### src/sv/sha_pkg.sv
package sha_pkg;

  typedef logic [31:0] word_t;
  typedef logic [7:0][31:0] hash_t;

  typedef enum logic [2:0] {
    S_IDLE,
    S_PAD,
    S_LOAD,
    S_COMP,
    S_ADD,
    S_OUT
  } state_t;

  localparam int unsigned CountW = 61;
  localparam word_t PadByte = 32'h0000_0080;

  localparam hash_t InitHash = {
    32'h5be0cd19, 32'h1f83d9ab, 32'h9b05688c, 32'h510e527f,
    32'ha54ff53a, 32'h3c6ef372, 32'hbb67ae85, 32'h6a09e667
  };

  function automatic word_t ror(input word_t x, input int unsigned n);
    ror = (x >> n) | (x << (32 - n));
  endfunction

  function automatic word_t big_sig0(input word_t x);
    big_sig0 = ror(x, 2) ^ ror(x, 13) ^ ror(x, 22);
  endfunction

  function automatic word_t big_sig1(input word_t x);
    big_sig1 = ror(x, 6) ^ ror(x, 11) ^ ror(x, 25);
  endfunction

  function automatic word_t sml_sig0(input word_t x);
    sml_sig0 = ror(x, 7) ^ ror(x, 18) ^ (x >> 3);
  endfunction

  function automatic word_t sml_sig1(input word_t x);
    sml_sig1 = ror(x, 17) ^ ror(x, 19) ^ (x >> 10);
  endfunction

  function automatic word_t round_k(input logic [5:0] r);
    case (r)
      6'd0:  round_k = 32'h428a2f98;  6'd1:  round_k = 32'h71374491;
      6'd2:  round_k = 32'hb5c0fbcf;  6'd3:  round_k = 32'he9b5dba5;
      6'd4:  round_k = 32'h3956c25b;  6'd5:  round_k = 32'h59f111f1;
      6'd6:  round_k = 32'h923f82a4;  6'd7:  round_k = 32'hab1c5ed5;
      6'd8:  round_k = 32'hd807aa98;  6'd9:  round_k = 32'h12835b01;
      6'd10: round_k = 32'h243185be;  6'd11: round_k = 32'h550c7dc3;
      6'd12: round_k = 32'h72be5d74;  6'd13: round_k = 32'h80deb1fe;
      6'd14: round_k = 32'h9bdc06a7;  6'd15: round_k = 32'hc19bf174;
      6'd16: round_k = 32'he49b69c1;  6'd17: round_k = 32'hefbe4786;
      6'd18: round_k = 32'h0fc19dc6;  6'd19: round_k = 32'h240ca1cc;
      6'd20: round_k = 32'h2de92c6f;  6'd21: round_k = 32'h4a7484aa;
      6'd22: round_k = 32'h5cb0a9dc;  6'd23: round_k = 32'h76f988da;
      6'd24: round_k = 32'h983e5152;  6'd25: round_k = 32'ha831c66d;
      6'd26: round_k = 32'hb00327c8;  6'd27: round_k = 32'hbf597fc7;
      6'd28: round_k = 32'hc6e00bf3;  6'd29: round_k = 32'hd5a79147;
      6'd30: round_k = 32'h06ca6351;  6'd31: round_k = 32'h14292967;
      6'd32: round_k = 32'h27b70a85;  6'd33: round_k = 32'h2e1b2138;
      6'd34: round_k = 32'h4d2c6dfc;  6'd35: round_k = 32'h53380d13;
      6'd36: round_k = 32'h650a7354;  6'd37: round_k = 32'h766a0abb;
      6'd38: round_k = 32'h81c2c92e;  6'd39: round_k = 32'h92722c85;
      6'd40: round_k = 32'ha2bfe8a1;  6'd41: round_k = 32'ha81a664b;
      6'd42: round_k = 32'hc24b8b70;  6'd43: round_k = 32'hc76c51a3;
      6'd44: round_k = 32'hd192e819;  6'd45: round_k = 32'hd6990624;
      6'd46: round_k = 32'hf40e3585;  6'd47: round_k = 32'h106aa070;
      6'd48: round_k = 32'h19a4c116;  6'd49: round_k = 32'h1e376c08;
      6'd50: round_k = 32'h2748774c;  6'd51: round_k = 32'h34b0bcb5;
      6'd52: round_k = 32'h391c0cb3;  6'd53: round_k = 32'h4ed8aa4a;
      6'd54: round_k = 32'h5b9cca4f;  6'd55: round_k = 32'h682e6ff3;
      6'd56: round_k = 32'h748f82ee;  6'd57: round_k = 32'h78a5636f;
      6'd58: round_k = 32'h84c87814;  6'd59: round_k = 32'h8cc70208;
      6'd60: round_k = 32'h90befffa;  6'd61: round_k = 32'ha4506ceb;
      6'd62: round_k = 32'hbef9a3f7;  6'd63: round_k = 32'hc67178f2;
      default: round_k = 32'h0;
    endcase
  endfunction

endpackage

### src/sv/sha_round.sv
module sha_round (
  input  sha_pkg::hash_t v,
  input  sha_pkg::word_t w,
  input  sha_pkg::word_t k,
  output sha_pkg::hash_t v_next
);
  import sha_pkg::*;

  word_t ch;
  word_t mj;
  word_t t1;
  word_t t2;

  // One compression round: a..h live in v[0]..v[7]
  always_comb begin
    ch = (v[4] & v[5]) ^ (~v[4] & v[6]);
    mj = (v[0] & v[1]) ^ (v[0] & v[2]) ^ (v[1] & v[2]);
    t1 = v[7] + big_sig1(v[4]) + ch + k + w;
    t2 = big_sig0(v[0]) + mj;
    v_next[7] = v[6];
    v_next[6] = v[5];
    v_next[5] = v[4];
    v_next[4] = v[3] + t1;
    v_next[3] = v[2];
    v_next[2] = v[1];
    v_next[1] = v[0];
    v_next[0] = t1 + t2;
  end

endmodule

### src/sv/sha256_hash_engine.sv
// SHA-256 engine, one message byte per input beat.
// Input channel (in_valid/in_ready): data_byte, byte_valid, last. A beat with
// byte_valid 0 and last 0 is a no-op; last ends the message, with or without
// a byte in the same beat.
// Output channel (out_valid/out_ready): eight beats per message, digest_word
// with word_index 0..7 (0 most significant) and last_word on index 7.
// Throughput: one byte per cycle until a 64-byte block fills; the block then
// goes through the compression loop (one read setup, 64 rounds at one round
// per cycle from the block memory, one add-back), during which in_ready is low.
// After last, padding writes the remaining words of the block memory, then
// one or two compressions run (two when 56 or more bytes of the last block
// are used), and then the eight words go out.
// The output holds its beat while out_ready is low, and no new input is taken
// until the eighth word is delivered. Reset loads the initial hash values and
// clears the byte count; the block memory needs no clearing.
module sha256_hash_engine (
  input  logic                 clk,
  input  logic                 rst,
  input  logic                 in_valid,
  output logic                 in_ready,
  input  logic [7:0]           data_byte,
  input  logic                 byte_valid,
  input  logic                 last,
  output logic                 out_valid,
  input  logic                 out_ready,
  output sha_pkg::word_t       digest_word,
  output logic [2:0]           word_index,
  output logic                 last_word
);
  import sha_pkg::*;

  state_t state;
  state_t state_next;

  hash_t              hash;
  hash_t              v;
  hash_t              v_rnd;
  logic [CountW-1:0]  count;
  logic [CountW-1:0]  count_inc;
  word_t              cur_word;
  logic [5:0]         rnd;
  logic [3:0]         widx;
  logic [2:0]         oidx;
  logic               pad_pend;
  logic               padding;
  logic               pad_sec;
  word_t              sched [16];

  // Block memory
  word_t              blk_mem [16];
  word_t              rd_data;
  logic [3:0]         rd_addr;
  logic               wr_en;
  logic [3:0]         wr_addr;
  word_t              wr_data;

  logic               in_acc;
  logic               out_acc;
  logic [1:0]         lane;
  word_t              byte_word;
  logic               need2;
  logic [63:0]        bit_len;
  word_t              pad_data;
  word_t              w;
  word_t              w_sched;

  assign in_acc    = in_valid && in_ready;
  assign out_acc   = out_valid && out_ready;
  assign count_inc = count + 1'b1;
  assign lane      = count[1:0];
  assign byte_word = cur_word | (word_t'(data_byte) << {~lane, 3'b000});
  assign need2     = (count[5:0] >= 6'd56);
  assign bit_len   = {count, 3'b000};

  // Word written during padding
  always_comb begin
    pad_data = '0;
    if (pad_sec || !need2) begin
      if (widx == 4'd14) begin
        pad_data = bit_len[63:32];
      end else if (widx == 4'd15) begin
        pad_data = bit_len[31:0];
      end
    end
    if (!pad_sec && widx == count[5:2]) begin
      pad_data = cur_word | (PadByte << {~lane, 3'b000});
    end
  end

  // Next state
  always_comb begin
    state_next = state;
    case (state)
      S_IDLE: begin
        if (in_acc) begin
          if (byte_valid && count[5:0] == 6'd63) begin
            state_next = S_LOAD;
          end else if (last) begin
            state_next = S_PAD;
          end
        end
      end
      S_PAD: begin
        if (widx == 4'd15) begin
          state_next = S_LOAD;
        end
      end
      S_LOAD: state_next = S_COMP;
      S_COMP: begin
        if (rnd == 6'd63) begin
          state_next = S_ADD;
        end
      end
      S_ADD: begin
        if (!padding) begin
          state_next = pad_pend ? S_PAD : S_IDLE;
        end else if (need2 && !pad_sec) begin
          state_next = S_PAD;
        end else begin
          state_next = S_OUT;
        end
      end
      S_OUT: begin
        if (out_acc && oidx == 3'd7) begin
          state_next = S_IDLE;
        end
      end
      default: state_next = S_IDLE;
    endcase
  end

  // Outputs and memory port controls
  always_comb begin
    in_ready  = 1'b0;
    out_valid = 1'b0;
    wr_en     = 1'b0;
    wr_addr   = widx;
    wr_data   = pad_data;
    rd_addr   = rnd[3:0] + 4'd1;
    case (state)
      S_IDLE: begin
        in_ready = 1'b1;
        wr_en    = in_acc && byte_valid;
        wr_addr  = count[5:2];
        wr_data  = byte_word;
      end
      S_PAD:  wr_en = 1'b1;
      S_LOAD: rd_addr = '0;
      S_OUT:  out_valid = 1'b1;
      default: ;
    endcase
  end

  assign digest_word = hash[oidx];
  assign word_index  = oidx;
  assign last_word   = (oidx == 3'd7);

  // Block memory, registered read
  always_ff @(posedge clk) begin
    if (wr_en) begin
      blk_mem[wr_addr] <= wr_data;
    end
    rd_data <= blk_mem[rd_addr];
  end

  // Message schedule from the last sixteen words
  assign w_sched = sched[0] + sml_sig0(sched[1]) + sched[9] + sml_sig1(sched[14]);
  assign w       = (rnd < 6'd16) ? rd_data : w_sched;

  sha_round u_round (
    .v      (v),
    .w      (w),
    .k      (round_k(rnd)),
    .v_next (v_rnd)
  );

  // Control state
  always_ff @(posedge clk) begin
    if (rst) begin
      state    <= S_IDLE;
      hash     <= InitHash;
      count    <= '0;
      cur_word <= '0;
      rnd      <= '0;
      widx     <= '0;
      oidx     <= '0;
      pad_pend <= 1'b0;
      padding  <= 1'b0;
      pad_sec  <= 1'b0;
    end else begin
      state <= state_next;
      case (state)
        S_IDLE: begin
          if (in_acc) begin
            pad_pend <= last;
            if (byte_valid) begin
              count    <= count_inc;
              cur_word <= (lane == 2'd3) ? '0 : byte_word;
            end
            if (!(byte_valid && count[5:0] == 6'd63) && last) begin
              padding <= 1'b1;
              widx    <= byte_valid ? count_inc[5:2] : count[5:2];
            end
          end
        end
        S_PAD: widx <= widx + 4'd1;
        S_LOAD: rnd <= '0;
        S_COMP: rnd <= rnd + 6'd1;
        S_ADD: begin
          for (int i = 0; i < 8; i++) begin
            hash[i] <= hash[i] + v[i];
          end
          if (!padding) begin
            padding <= pad_pend;
            widx    <= count[5:2];
          end else if (need2 && !pad_sec) begin
            pad_sec <= 1'b1;
            widx    <= '0;
          end
        end
        S_OUT: begin
          if (out_acc) begin
            oidx <= oidx + 3'd1;
            if (oidx == 3'd7) begin
              hash     <= InitHash;
              count    <= '0;
              cur_word <= '0;
              pad_pend <= 1'b0;
              padding  <= 1'b0;
              pad_sec  <= 1'b0;
            end
          end
        end
        default: ;
      endcase
    end
  end

  // Working variables and schedule window
  always_ff @(posedge clk) begin
    if (state == S_LOAD) begin
      v <= hash;
    end else if (state == S_COMP) begin
      v <= v_rnd;
      for (int i = 0; i < 15; i++) begin
        sched[i] <= sched[i + 1];
      end
      sched[15] <= w;
    end
  end

endmodule

### config.mk
export PLATFORM = sky130hd
export DESIGN_NAME = sha256_hash_engine
export DESIGN_NICKNAME = d
export VERILOG_FILES = /design/src/sv/sha_pkg.sv /design/src/sv/sha_round.sv /design/src/sv/sha256_hash_engine.sv
export SDC_FILE = /design/constraint.sdc
export NUM_CORES = 2
export LEC_CHECK = 0
export ABC_AREA = 1
export CAP_MARGIN = 10
export CELL_PAD_IN_SITES_DETAIL_PLACEMENT = 1
export CELL_PAD_IN_SITES_GLOBAL_PLACEMENT = 2
export CORE_ASPECT_RATIO = 1.5
export CORE_MARGIN = 2
export CORE_UTILIZATION = 36
export DETAILED_ROUTE_END_ITERATION = 12
export DONT_BUFFER_PORTS = 1
export PLACE_DENSITY_LB_ADDON = 0.08
export SYNTH_ARGS = -nofsm -noshare
export SYNTH_HDL_FRONTEND = slang
export SYNTH_HIERARCHICAL = 1
export SYNTH_SLANG_ARGS = --single-unit
### constraint.sdc
create_clock -name clk -period 11.75 [get_ports clk]
set_input_delay 1.7625 -clock clk [delete_from_list [all_inputs] [get_ports clk]]
set_output_delay 1.7625 -clock clk [all_outputs]
set_load 0.03 [all_outputs]
==> run_results.csv <==
group,metric,value,unit
detailed_routing,drt-wirelength-per-cell,30.0,um
clocking,path_clk_slew,0.06,ns
status,status,"completed",
place,place_congestion,0.965,
finish,layout-drive-gt1-share,4.68,%
sta,finalMaxSlewViolations,0,
setup_path,r2r-end,"v[31]",
clocking,cts_buffer_depth,4,
detailed_routing,wl,501000,um
logic_synthesis,synthCells,13000,
floorplanning,die_h,664,um
clocking,ctsResizeCount,0,
logic_synthesis,synth_flop_cell,"edfxtp_1",
setup_path,critPathCaptureType,"register",
run,max_cap_violations,0,
setup_path,r2r_cells,39,
worst_hold_path,holdPathStages,0,
logic_synthesis,async_reset_ff_share,0,%
grt,grt_pass1_wl,703000,um
grt,antenna_found_initial,19,
setup_path,setup.worst_path.start,"sched[0][42]",
sta,worstMarginPinSlew,1.20,ns
place,port_buffers,0,
floorplanning,io-pin-count,52,
setup_path,rrSetupSlack,0.83,ns
clocking,cts_buffers,194,
setup_path,arrival,11.53,ns
setup_path,path_max_fanout,4,
clocking,cts_root_buf,"clkbuf_16",
floorplanning,die-area,295000,um2
sta,period_share,93.0,%
worst_hold_path,hold_path_class,"register to register",
sta,finalSetupTns,0,ns
detailed_routing,vias,89900,
sta,finClkSkew,0.0872,ns
setup_path,critPathMostFrequentCell,"nand2_1",
grt,track_usage,33.4,%
finish,finalNetCount,13300,
logic_synthesis,yosysUniqueCellTypes,57,
setup_path,cp-endpoint,"v[31]",
finish,final_cell_mix,"nand2_1 (3699), inv_1 (1796), edfxtp_1 (1280)",
grt,grt_pass1_vias,94000,
clocking,hold_buffers,0,
setup_path,worstSetupPathType,"register to register",
sta,layout_min_cycle_time,10.92,ns
finish,fill_cells,34400,
floorplanning,fp.dieW,444,um
clocking,post_cts_buffers,0,
clocking,clock_latency,0.91,ns
sta,hold_viol,0,
setup_path,slowest_stage,"o21ai_0",
setup_path,slowest_delay,0.73,ns
detailed_routing,dr.pass1.iters,5,
sta,rsz0062_at_grt,"false",
logic_synthesis,synthesis.nets,13600,
finish,syn2layout_area_growth,9.50,%
setup_path,r2r-start,"sched[0][42]",
logic_synthesis,synth_seq_area_share,45.0,%
grt,grt_max_degree,254,
detailed_routing,drc,0,
grt,gr-total-overflow,0,
logic_synthesis,netlist_area,105000,um2
setup_path,required,12.36,ns
clocking,htree_levels,4,
logic_synthesis,avgSynthCellArea,8.06,um2
sta,fmax,91.5,MHz
floorplanning,start_util,36.2,%
sta,relSlewSlack,17.9,%
clocking,cts_tree,"built",
floorplanning,core,289000,um2
floorplanning,row_count,242,
logic_synthesis,ys_ff_latch,1712,
sta,setup_viol,0,
logic_synthesis,yosysWarnings,6,
place,dp_hpwl,383000,um
detailed_routing,drtIter0Drc,5662,
detailed_routing,drt-vias-per-instance,5.39,
detailed_routing,drtAntennaViolNets,0,
finish,layout_commonest_cell,"nand2_1",
setup_path,cp-start-kind,"register",
logic_synthesis,synth_edf_count,1280,
clocking,cts_sinks,1712,
-- Yosys cell counts (116+ instances only) --
master	number	area share (%)
a21oi_1	731	3.5
buf_4	194	1.4
clkbuf_1	322	1.2
dfxtp_1	432	8.3
edfxtp_1	1280	37
fa_1	195	3.7
ha_1	397	4.7
inv_1	1796	6.4
nand2_1	3705	13
nand3_1	790	3.8
nor2_1	988	3.5
o21ai_0	818	3.9
o221ai_1	116	0.97
xnor2_1	182	1.5
xor2_1	206	1.7
-- critical path: cells and delay by family, from the launching register on --
family,cells,cell delay (ns)
compound gates,8,2.52
xor+xnor,4,1.27
fa+ha+maj,9,4.23
buf+inv,6,0.56
flops,1,0.61
simple gates,12,1.44
-- metrics by stage --
step	utilization (%)	setup WS, ns	cells	instance area (um2)	hold slack, ns
after floorplan	-	0.541	13000	105000	0.400
after global placement	37.2	0.847	16300	108000	0.402
after detailed placement	37.2	0.844	16300	108000	0.405
after CTS	39.5	0.793	16700	114000	0.402
after global routing	39.6	0.535	16700	115000	0.419
final	39.6	0.826	16700	115000	0.405
-- worst min path at each step --
stage | from | to
detailed placement | sched[0][133] | sched[0][101]
global route | sched[0][202] | sched[0][170]
floorplan | sched[0][132] | sched[0][100]
finish | sched[0][202] | sched[0][170]
CTS | sched[1][238] | sched[1][206]
global placement | sched[1][230] | sched[1][198]
-- routing by layer --
metal  vias up  routed length, um  share of wire [%]  global-route usage, %
li1      41800                  -                  -                      -
met1     45100             184000                 37                   35.8
met2      2073             254000                 51                   59.9
met3       952              17900                3.6                   3.86
met4         8              45200                9.0                   25.1
met5         -                 52              0.010                      0
-- cells by family (layout without fill, tap and decap cells) --
logic type                 count (synthesis)  after routing  synth area share (%)
adders and majority gates                612            612                  8.67
xor gates and xnor gates                 388            388                  3.25
and+or+nand+nor                         5789           5789                  22.4
buffers and inverters                   2432           2321                  9.51
muxes                                     29             29                 0.288
AOI/OAI and AO/OA                       2025           2025                  10.9
DFF                                     1712           1712                  45.0
other                                      0             29                     0
-- layout make-up --
cell class	count	area [um2]	share of cell area, %
timing repair buffer	154	1230	1.08
sequential	1712	47100	41.1
antenna	29	72.6	0.0633
tap	3782	4730	4.13
multi-input combinational	8843	47900	41.8
clock inverter	127	1680	1.46
inverter	1814	6830	5.96
clock buffer	226	5100	4.45
-- flip-flops by register name, summed over array words and instances (netlist names), named ones only --
name,cells
padding,1
rd_data,32
sched,512
word_index,3
cur_word,32
count,61
pad_pend,1
widx,4
pad_sec,1
rnd,6
blk_mem,512
state,3
v,256
hash,256
Power is not shown: default switching activity piles up to over one toggle a cycle in this logic, so the estimate is an artifact.
